$ cat config.mk
export PLATFORM = sky130hd
export DESIGN_NAME = json_string_unescape_utf8
export DESIGN_NICKNAME = d
export VERILOG_FILES = /design/src/rtl/core/jsu_pkg.sv /design/src/rtl/core/jsu_dec.sv /design/src/rtl/core/jsu_ser.sv /design/src/rtl/core/json_string_unescape_utf8.sv
export VERILOG_INCLUDE_DIRS = /design/src /design/src/rtl/core
export SDC_FILE = /design/constraint.sdc
export NUM_CORES = 1
export LEC_CHECK = 0
export ABC_CLOCK_PERIOD_IN_PS = 6200
export BUFFER_PORTS_ARGS = -buffer_cell sky130_fd_sc_hd__buf_2
export CORE_ASPECT_RATIO = 1.5
export CORE_MARGIN = 2
export CORE_UTILIZATION = 31
export CTS_CLUSTER_DIAMETER = 200
export DETAILED_ROUTE_END_ITERATION = 12
export MAX_ROUTING_LAYER = met4
export SYNTH_ARGS = -nofsm -noshare
export SYNTH_HDL_FRONTEND = slang
export SYNTH_SLANG_ARGS = --single-unit
$ cat constraint.sdc
create_clock -name clk -period 6.2 [get_ports clk]
set_input_delay 0.62 -clock clk [delete_from_list [all_inputs] [get_ports clk]]
set_output_delay 0.62 -clock clk [all_outputs]
set_load 0.1 [all_outputs]
$ cat src/rtl/core/json_string_unescape_utf8_macros.svh
// Assertion helpers for the JSON string unescaper.
// Included by the top level; needs nothing else.
`ifndef JSON_STRING_UNESCAPE_UTF8_MACROS_SVH
`define JSON_STRING_UNESCAPE_UTF8_MACROS_SVH

// same-cycle implication, off while in reset
`define JSU_ASSERT_SAME(lbl, clk, rst_n, ante, cons, msg) \
  lbl: assert property (@(posedge clk) disable iff (!rst_n) (ante) |-> (cons)) else $error(msg);

// next-cycle implication, off while in reset
`define JSU_ASSERT_NEXT(lbl, clk, rst_n, ante, cons, msg) \
  lbl: assert property (@(posedge clk) disable iff (!rst_n) (ante) |=> (cons)) else $error(msg);

`endif

$ cat src/rtl/core/jsu_pkg.sv
// Shared types, codes and helper functions of the JSON string unescaper.
// Used by jsu_dec, jsu_ser and the top level; depends on nothing.
`timescale 1ns / 1ps
`default_nettype none

package jsu_pkg;

  // most words one input byte can cause (four UTF-8 bytes plus an error)
  localparam int MaxRes = 5;
  localparam int CntW   = 3;

  // scan modes
  typedef enum logic [2:0] {
    MODE_PLAIN   = 3'd0,
    MODE_ESC     = 3'd1,
    MODE_HEX     = 3'd2,
    MODE_WANT_BS = 3'd3,
    MODE_WANT_U  = 3'd4
  } jsu_mode_t;

  typedef enum logic [1:0] {
    KIND_DATA  = 2'd0,
    KIND_CLOSE = 2'd1,
    KIND_ERROR = 2'd2
  } jsu_kind_t;

  typedef enum logic [3:0] {
    ERR_NONE        = 4'd0,
    ERR_UNTERM_STR  = 4'd1,
    ERR_CTRL        = 4'd2,
    ERR_UNTERM_ESC  = 4'd3,
    ERR_UNKNOWN_ESC = 4'd4,
    ERR_TRUNC_HEX   = 4'd5,
    ERR_BAD_HEX     = 4'd6,
    ERR_LONE_HIGH   = 4'd7,
    ERR_LONE_LOW    = 4'd8
  } jsu_err_t;

  // characters of interest
  localparam logic [7:0] CH_QUOTE  = 8'h22;
  localparam logic [7:0] CH_SLASH  = 8'h2F;
  localparam logic [7:0] CH_BSLASH = 8'h5C;
  localparam logic [7:0] CH_B      = 8'h62;
  localparam logic [7:0] CH_F      = 8'h66;
  localparam logic [7:0] CH_N      = 8'h6E;
  localparam logic [7:0] CH_R      = 8'h72;
  localparam logic [7:0] CH_T      = 8'h74;
  localparam logic [7:0] CH_U      = 8'h75;
  localparam logic [7:0] CH_SPACE  = 8'h20;

  // surrogate halves, by the top six bits of the code unit
  localparam logic [5:0] SUR_HIGH_TAG = 6'b110110;
  localparam logic [5:0] SUR_LOW_TAG  = 6'b110111;
  localparam logic [20:0] SUPP_BASE   = 21'h1_0000;

  // one result word
  typedef struct packed {
    logic [7:0] data;
    jsu_kind_t  kind;
    jsu_err_t   code;
  } jsu_res_t;

  // all words caused by one input byte, ent[0] goes out first
  typedef struct packed {
    logic [CntW-1:0]          cnt;
    jsu_res_t [MaxRes-1:0]    ent;
  } jsu_bundle_t;

  // UTF-8 encoding of one code point, b[0] first
  typedef struct packed {
    logic [2:0]      n;
    logic [3:0][7:0] b;
  } jsu_utf8_t;

  // hex digit value; bit 4 set when the byte is not a hex digit
  function automatic logic [4:0] hex_digit(input logic [7:0] c);
    logic [7:0] t;
    begin
      hex_digit = 5'h10;
      if (c >= 8'h30 && c <= 8'h39) begin
        t = c - 8'h30;
        hex_digit = {1'b0, t[3:0]};
      end else if (c >= 8'h61 && c <= 8'h66) begin
        t = c - 8'h57;
        hex_digit = {1'b0, t[3:0]};
      end else if (c >= 8'h41 && c <= 8'h46) begin
        t = c - 8'h37;
        hex_digit = {1'b0, t[3:0]};
      end
    end
  endfunction

  function automatic jsu_utf8_t utf8_enc(input logic [20:0] cp);
    jsu_utf8_t r;
    begin
      r = '0;
      if (cp[20:7] == '0) begin
        r.n    = 3'd1;
        r.b[0] = cp[7:0];
      end else if (cp[20:11] == '0) begin
        r.n    = 3'd2;
        r.b[0] = {3'b110, cp[10:6]};
        r.b[1] = {2'b10, cp[5:0]};
      end else if (cp[20:16] == '0) begin
        r.n    = 3'd3;
        r.b[0] = {4'b1110, cp[15:12]};
        r.b[1] = {2'b10, cp[11:6]};
        r.b[2] = {2'b10, cp[5:0]};
      end else begin
        r.n    = 3'd4;
        r.b[0] = {5'b11110, cp[20:18]};
        r.b[1] = {2'b10, cp[17:12]};
        r.b[2] = {2'b10, cp[11:6]};
        r.b[3] = {2'b10, cp[5:0]};
      end
      utf8_enc = r;
    end
  endfunction

endpackage

`default_nettype wire

$ cat src/rtl/core/jsu_dec.sv
// Scan state and decode logic: turns one input byte into a bundle of words.
// Depends on jsu_pkg.
`timescale 1ns / 1ps
`default_nettype none

module jsu_dec (
  input  wire logic                clk,
  input  wire logic                rst_n,
  input  wire logic                take,
  input  wire logic [7:0]          data_byte,
  input  wire logic                text_ends,
  output jsu_pkg::jsu_bundle_t     bundle
);
  import jsu_pkg::*;

  jsu_mode_t   mode_r, mode_nxt;
  logic [1:0]  hpos_r, hpos_nxt;
  logic [15:0] acc_r, acc_nxt;
  logic [9:0]  hb_r, hb_nxt;
  logic        second_r, second_nxt;
  logic        bad_r, bad_nxt;

  logic [CntW-1:0] ndata;
  logic [3:0][7:0] dbytes;
  logic            has_term;
  jsu_kind_t       term_kind;
  jsu_err_t        term_code;
  logic [4:0]      hd;
  logic [15:0]     acc_sh;
  logic            bad_sh;
  logic [20:0]     cp;
  logic            use_enc;
  jsu_utf8_t       enc;
  logic            esc_ok;
  logic [7:0]      esc_val;

  // next state and the words this byte causes
  always_comb begin
    mode_nxt   = MODE_PLAIN;
    hpos_nxt   = '0;
    acc_nxt    = '0;
    hb_nxt     = '0;
    second_nxt = 1'b0;
    bad_nxt    = 1'b0;
    ndata      = '0;
    dbytes     = '0;
    has_term   = 1'b0;
    term_kind  = KIND_ERROR;
    term_code  = ERR_NONE;
    cp         = '0;
    use_enc    = 1'b0;
    esc_ok     = 1'b1;
    esc_val    = data_byte;

    hd     = hex_digit(data_byte);
    bad_sh = bad_r | hd[4];
    acc_sh = {acc_r[11:0], (hd[4] ? 4'h0 : hd[3:0])};

    unique case (data_byte)
      CH_QUOTE, CH_BSLASH, CH_SLASH: esc_val = data_byte;
      CH_B:    esc_val = 8'h08;
      CH_F:    esc_val = 8'h0C;
      CH_N:    esc_val = 8'h0A;
      CH_R:    esc_val = 8'h0D;
      CH_T:    esc_val = 8'h09;
      default: esc_ok  = 1'b0;
    endcase

    unique case (mode_r)
      MODE_ESC: begin
        if (esc_ok) begin
          ndata     = CntW'(1);
          dbytes[0] = esc_val;
          has_term  = text_ends;
          term_code = ERR_UNTERM_STR;
        end else if (data_byte == CH_U) begin
          if (text_ends) begin
            has_term  = 1'b1;
            term_code = ERR_TRUNC_HEX;
          end else begin
            mode_nxt = MODE_HEX;
          end
        end else begin
          has_term  = 1'b1;
          term_code = ERR_UNKNOWN_ESC;
        end
      end

      MODE_HEX: begin
        if (hpos_r != 2'd3) begin
          // digits one to three: collect, or stop on end of text
          if (text_ends) begin
            has_term  = 1'b1;
            term_code = ERR_TRUNC_HEX;
          end else begin
            mode_nxt   = MODE_HEX;
            hpos_nxt   = hpos_r + 2'd1;
            acc_nxt    = acc_sh;
            bad_nxt    = bad_sh;
            hb_nxt     = hb_r;
            second_nxt = second_r;
          end
        end else if (bad_sh) begin
          has_term  = 1'b1;
          term_code = ERR_BAD_HEX;
        end else if (!second_r) begin
          // first code unit
          if (acc_sh[15:10] == SUR_HIGH_TAG) begin
            if (text_ends) begin
              has_term  = 1'b1;
              term_code = ERR_LONE_HIGH;
            end else begin
              mode_nxt = MODE_WANT_BS;
              hb_nxt   = acc_sh[9:0];
            end
          end else if (acc_sh[15:10] == SUR_LOW_TAG) begin
            has_term  = 1'b1;
            term_code = ERR_LONE_LOW;
          end else begin
            cp        = {5'd0, acc_sh};
            use_enc   = 1'b1;
            has_term  = text_ends;
            term_code = ERR_UNTERM_STR;
          end
        end else begin
          // second code unit of a pair
          if (acc_sh[15:10] == SUR_LOW_TAG) begin
            cp        = 21'({hb_r, acc_sh[9:0]}) + SUPP_BASE;
            use_enc   = 1'b1;
            has_term  = text_ends;
            term_code = ERR_UNTERM_STR;
          end else begin
            has_term  = 1'b1;
            term_code = ERR_LONE_HIGH;
          end
        end
      end

      MODE_WANT_BS: begin
        if (data_byte != CH_BSLASH || text_ends) begin
          has_term  = 1'b1;
          term_code = ERR_LONE_HIGH;
        end else begin
          mode_nxt = MODE_WANT_U;
          hb_nxt   = hb_r;
        end
      end

      MODE_WANT_U: begin
        if (data_byte != CH_U) begin
          has_term  = 1'b1;
          term_code = ERR_LONE_HIGH;
        end else if (text_ends) begin
          has_term  = 1'b1;
          term_code = ERR_TRUNC_HEX;
        end else begin
          mode_nxt   = MODE_HEX;
          hb_nxt     = hb_r;
          second_nxt = 1'b1;
        end
      end

      default: begin
        // plain text
        if (data_byte == CH_QUOTE) begin
          has_term  = 1'b1;
          term_kind = KIND_CLOSE;
        end else if (data_byte < CH_SPACE) begin
          has_term  = 1'b1;
          term_code = ERR_CTRL;
        end else if (data_byte == CH_BSLASH) begin
          if (text_ends) begin
            has_term  = 1'b1;
            term_code = ERR_UNTERM_ESC;
          end else begin
            mode_nxt = MODE_ESC;
          end
        end else begin
          ndata     = CntW'(1);
          dbytes[0] = data_byte;
          has_term  = text_ends;
          term_code = ERR_UNTERM_STR;
        end
      end
    endcase

    enc = utf8_enc(cp);
    if (use_enc) begin
      ndata  = enc.n;
      dbytes = enc.b;
    end
  end

  // pack data bytes first, then the close or error word
  always_comb begin
    bundle     = '0;
    bundle.cnt = ndata + CntW'(has_term);
    for (int i = 0; i < 4; i++) begin
      if (CntW'(i) < ndata) begin
        bundle.ent[i] = '{data: dbytes[i], kind: KIND_DATA, code: ERR_NONE};
      end
    end
    if (has_term) begin
      bundle.ent[ndata] = '{data: 8'h00, kind: term_kind, code: term_code};
    end
  end

  // scan state advances on every accepted byte
  always_ff @(posedge clk) begin
    if (!rst_n) begin
      mode_r   <= MODE_PLAIN;
      hpos_r   <= '0;
      acc_r    <= '0;
      hb_r     <= '0;
      second_r <= 1'b0;
      bad_r    <= 1'b0;
    end else if (take) begin
      mode_r   <= mode_nxt;
      hpos_r   <= hpos_nxt;
      acc_r    <= acc_nxt;
      hb_r     <= hb_nxt;
      second_r <= second_nxt;
      bad_r    <= bad_nxt;
    end
  end

endmodule

`default_nettype wire

$ cat src/rtl/core/jsu_ser.sv
// Result buffer: holds one byte's bundle of words and shifts them out.
// Depends on jsu_pkg.
`timescale 1ns / 1ps
`default_nettype none

module jsu_ser (
  input  wire logic                 clk,
  input  wire logic                 rst_n,
  input  wire logic                 load,
  input  wire jsu_pkg::jsu_bundle_t bundle,
  output logic                      can_take,
  output logic                      out_valid,
  input  wire logic                 out_ready,
  output jsu_pkg::jsu_res_t         head,
  output logic                      head_last
);
  import jsu_pkg::*;

  logic [CntW-1:0]        cnt_r, cnt_nxt;
  jsu_res_t [MaxRes-1:0]  ent_r, ent_nxt;
  logic                   pop;

  assign out_valid = (cnt_r != '0);
  assign pop       = out_valid & out_ready;
  assign head      = ent_r[0];
  assign head_last = (cnt_r == CntW'(1));
  // free now, or the last word leaves this cycle
  assign can_take  = (cnt_r == '0) || (head_last && out_ready);

  // load a new bundle, else shift one word out
  always_comb begin
    cnt_nxt = cnt_r;
    ent_nxt = ent_r;
    if (load) begin
      cnt_nxt = bundle.cnt;
      ent_nxt = bundle.ent;
    end else if (pop) begin
      cnt_nxt = cnt_r - CntW'(1);
      for (int i = 0; i < MaxRes - 1; i++) begin
        ent_nxt[i] = ent_r[i+1];
      end
      ent_nxt[MaxRes-1] = '0;
    end
  end

  always_ff @(posedge clk) begin
    if (!rst_n) begin
      cnt_r <= '0;
    end else begin
      cnt_r <= cnt_nxt;
    end
  end

  always_ff @(posedge clk) begin
    ent_r <= ent_nxt;
  end

endmodule

`default_nettype wire

$ cat src/rtl/core/json_string_unescape_utf8.sv
// Top level of the JSON string body unescaper (bytes in, UTF-8 words out).
// Depends on jsu_pkg, jsu_dec, jsu_ser and json_string_unescape_utf8_macros.svh.
//
//   channel | direction | handshake            | payload
//   in      | input     | in_valid / in_ready  | in_data_byte, in_text_ends
//   out     | output    | out_valid / out_ready| out_out_byte, out_kind,
//           |           |                      | out_error_code, out_last_of_run
//
// One input byte is taken per cycle while each byte gives at most one word
// and out_ready stays high. A byte that gives n words (up to five: a 4-byte
// UTF-8 sequence plus an error) holds the input while the result buffer drains.
// A byte's first word appears in the cycle after the byte is taken.
// Synchronous active-low reset returns to plain text and empties the buffer.
// out_ready low stalls the buffer, and the input once its last word waits.
`timescale 1ns / 1ps
`default_nettype none
`include "json_string_unescape_utf8_macros.svh"

module json_string_unescape_utf8 (
  input  wire logic        clk,
  input  wire logic        rst_n,
  input  wire logic        in_valid,
  output logic             in_ready,
  input  wire logic [7:0]  in_data_byte,
  input  wire logic        in_text_ends,
  output logic             out_valid,
  input  wire logic        out_ready,
  output logic [7:0]       out_out_byte,
  output logic [1:0]       out_kind,
  output logic [3:0]       out_error_code,
  output logic             out_last_of_run
);
  import jsu_pkg::*;

  logic        take;
  logic        load;
  jsu_bundle_t bundle;
  jsu_res_t    head;

  assign take = in_valid & in_ready;
  assign load = take & (bundle.cnt != '0);

  jsu_dec u_dec (
    .clk       (clk),
    .rst_n     (rst_n),
    .take      (take),
    .data_byte (in_data_byte),
    .text_ends (in_text_ends),
    .bundle    (bundle)
  );

  jsu_ser u_ser (
    .clk       (clk),
    .rst_n     (rst_n),
    .load      (load),
    .bundle    (bundle),
    .can_take  (in_ready),
    .out_valid (out_valid),
    .out_ready (out_ready),
    .head      (head),
    .head_last (out_last_of_run)
  );

  assign out_out_byte   = head.data;
  assign out_kind       = head.kind;
  assign out_error_code = head.code;

  // a close or an error always ends the run of its byte
  `JSU_ASSERT_SAME(a_term_last, clk, rst_n, out_valid && (out_kind != KIND_DATA), out_last_of_run, "close or error word not last of its run")
  // data words carry no error code
  `JSU_ASSERT_SAME(a_data_no_err, clk, rst_n, out_valid && (out_kind == KIND_DATA), out_error_code == ERR_NONE, "data word with error code")
  // a byte that causes words shows one on the next cycle
  `JSU_ASSERT_NEXT(a_load_shows, clk, rst_n, load, out_valid, "loaded bundle not presented")

endmodule

`default_nettype wire

==> results.ini <==
[run_status]
outcome = finished clean

[power_and_ir_drop]
power.total_w = 0.002802
p_sw_w = 0.001280
power.internal_w = 0.001522
p_seq_frac = 0.377
power_density_nw_per_um2 = 473.0
combinationalPowerShare = 0.441
power.leakage_nw = 2.098
p_clk_frac = 0.182
switching_share = 0.4568
ir_drop_uv = 332.4

[yosys]
synth_largest_area_cell = edfxtp_1
synth_top_cell_area_share = 0.3270
netlist_instances = 577
synth_seq_cells = 91
synth-seq-area-share = 0.4453
async_flop_share = 0
ys.flop_type = edfxtp_1
yosysWarnings = 0
synth_area_um2 = 5418
yosysUniqueCellTypes = 74
synth_area_leaders = edfxtp_1 33%, dfxtp_1 12%, nand2_1 4.7%, nor2_1 3.4%, o21ai_0 2.8%
synth_edf_count = 59
avgSynthCellArea_um2 = 9.389

[placed_design]
pre_cts_slack_ps = 1142
dp_hpwl_um = 10880
gp_congestion = 0.9229
port_buffers = 29

[detailed_routing]
routedWlPerCell_um = 18.31
vias = 4415
ant_nets = 0
via_per_inst = 5.519
routed_wl_um = 14640
drc = 0
first_pass_iters = 7
drt_iter0_drc = 394

[timing]
period_needed_ps = 4678
rsz0062_at_grt = no
tightest_slew_ps = 1173
fmax_ghz = 0.2138
slew_viol_final = 0
relSlewSlack = 0.2112
fin_skew_ps = 8.716
setup_viol_count_final = 0
final.period_utilization = 0.7546
fin_ws_ps = 1522
tns_ps = 0
hold_viol = 0

[floorplanning]
io_pins = 30
die_x_um = 111.9
die_h_um = 165.9
dieArea_um2 = 18570
start_util = 0.3136
rows = 59
fp.coreArea_um2 = 17270

[critical_path]
cpMostUsedCell = ha_1
rr_worst_depth = 10
critPathKind = in2reg
cp_slowest_cell = or4b_2
cp-end-kind = flop
cp-start-kind = primary input
timing.rr.start = u_dec.second_r$_SDFFE_PN0P_
critical_path.cell_chain = buf_2 > inv_1 > ha_1 > or4b_2 > a211oi_1 > nor2_1 > a21oi_1 > nand2_1 > and3_1 > ha_1 > ha_1 > xnor2_1 > a21oi_4 > nand2_1 > o21ai_0
critPathTopFamily = compound AO/OA/AOI/OAI gates
path_buf_inv = 2
rrSetupSlack_ps = 1980
cp_max_fo = 24
worstPathArrival_ps = 4830
cpPeakStageDelay_ps = 600
reg2reg_to = u_ser.ent_r[24]$_DFFE_PP_
critPathRequiredTime_ps = 6350

[clock_network]
clk_root_buffer_cell = clkbuf_16
cts_made_buffers = 9
cts.hold.buffers_added = 0
cts_tree = yes
clk_pin_slew_ps = 60
cts_num_sinks = 91
cts_buffer_depth = 2
insertion_delay_ps = 350
h-tree-depth = 3
postCtsSetupRepairBufs = 0
cts_resized = 0

[global_route]
antenna_found_initial = 0
grt_pass1_wl_um = 23520
groute.usage.overall = 0.1632
grt_overflow_total = 0
grt_max_degree = 60
first_global_vias = 4255

[run]
drv_cap = 0

[final_layout]
nets = 606
layout-drive-gt1-share = 0.1295
finish.utilization = 0.3429
antenna_cells = 0
area_delta_synth_final_pct = 9.330

[worst_hold_path]
hold_path_end = u_dec.hb_r[3]$_SDFFE_PN0P_
worstHoldPathCells = 1
min_from = u_dec.hb_r[3]$_SDFFE_PN0P_
hp-class = reg2reg

Yosys cell counts, types with 7 or more instances:
library cell  instances
nand2_1              68
edfxtp_1             59
nor2_1               49
dfxtp_1              32
o21ai_0              30
a21oi_1              29
clkbuf_1             22
nor2b_1              22
a31oi_1              16
and2_1               15
buf_4                15
nand3_1              15
a22oi_1              14
nor3_1               14
and3_1               12
ha_1                 11
a22o_1               10
buf_2                 8
inv_1                 8
mux2i_1               8
nor3b_1               7
layout by cell type (no fill, tap or decap), types with 10 or more instances in the layout:
| master | netlist | layout |
|---|---|---|
| a21oi_1 | 29 | 29 |
| nor2b_1 | 22 | 22 |
| nand3_1 | 15 | 15 |
| nor2_1 | 49 | 49 |
| nor3_1 | 14 | 14 |
| ha_1 | 11 | 11 |
| a22oi_1 | 14 | 14 |
| a22o_1 | 10 | 10 |
| buf_2 | 8 | 29 |
| dfxtp_1 | 32 | 32 |
| and3_1 | 12 | 12 |
| edfxtp_1 | 59 | 59 |
| a31oi_1 | 16 | 16 |
| o21ai_0 | 30 | 30 |
| and2_1 | 15 | 15 |
| nand2_1 | 68 | 67 |
layer usage:
metal | global-route usage | vias to the layer above | share of wire
met3 | 0.02664 | 38 | 0.042
met1 | 0.1974 | 2092 | 0.42
li1 | - | 2147 | -
met4 | 0.07211 | 0 | 0.042
met2 | 0.2680 | 138 | 0.49
met5 | - | - | 0
power by group through the flow:
stage | combinational (W) | clock [W] | sequential [W]
finish | 0.00124 | 0.000509 | 0.00106
global route | 0.00134 | 0.000543 | 0.00108
CTS | 0.00125 | 0.000516 | 0.00106
detailed placement | 0.00124 | 0 | 0.00107
global placement | 0.00122 | 0 | 0.00107
floorplan | 0.00109 | 0 | 0.00106
metrics by stage:
| step | hold WS, ps | area, um2 | std cells |
|---|---|---|---|
| final | 513.9 | 5923 | 800 |
| after detailed placement | 496.1 | 5649 | 783 |
| after global placement | 488.4 | 5649 | 783 |
| after global routing | 542.0 | 5923 | 800 |
| after floorplan | 467.7 | 5429 | 580 |
| after CTS | 514.8 | 5918 | 799 |
registers in the layout (all words and copies together), names as in the netlist:
name            flops
u_dec.acc_r        12
u_ser.head         14
u_dec.bad_r         1
u_ser.cnt_r         3
u_ser.ent_r        45
u_dec.second_r      1
u_dec.hpos_r        2
u_dec.mode_r        3
u_dec.hb_r         10
logic make-up (layout without fill, tap and decap cells):
| logic type | Yosys count | in the layout | share of synthesized area |
|---|---|---|---|
| flip-flops | 91 | 91 | 0.4453 |
| other | 1 | 4 | 0.0006922 |
| buffers and inverters | 56 | 63 | 0.05381 |
| AND/OR/NAND/NOR | 237 | 237 | 0.2238 |
| multiplexers | 13 | 13 | 0.02517 |
| adder cells (fa/ha/maj) | 11 | 11 | 0.02540 |
| AO/OA/AOI/OAI | 160 | 160 | 0.2129 |
| XOR/XNOR | 8 | 8 | 0.01293 |
final cells by class:
type                            count  area (um2)
Inverter                            8       30.03
Multi-Input combinational cell    433        2728
Sequential cell                    91        2412
Timing Repair Buffer               39       217.7
Tap cell                          213       266.5
Clock inverter                      7       43.79
Fill cell                        1794       11350
Clock buffer                        9       225.2
how the worst max path moves through the flow:
stage | to | cells after the start | start
after global routing | u_ser.ent_r[24]$_DFFE_PP_ | 15 | in_data_byte[0]
final | u_ser.ent_r[24]$_DFFE_PP_ | 15 | in_data_byte[0]
after detailed placement | u_ser.ent_r[24]$_DFFE_PP_ | 14 | in_data_byte[1]
after CTS | u_ser.ent_r[24]$_DFFE_PP_ | 14 | in_data_byte[1]
after global placement | u_ser.ent_r[24]$_DFFE_PP_ | 14 | in_data_byte[1]
after floorplan | u_ser.ent_r[14]$_DFFE_PP_ | 15 | in_data_byte[7]
No activity file was read; power rests on OpenSTA's default activity.
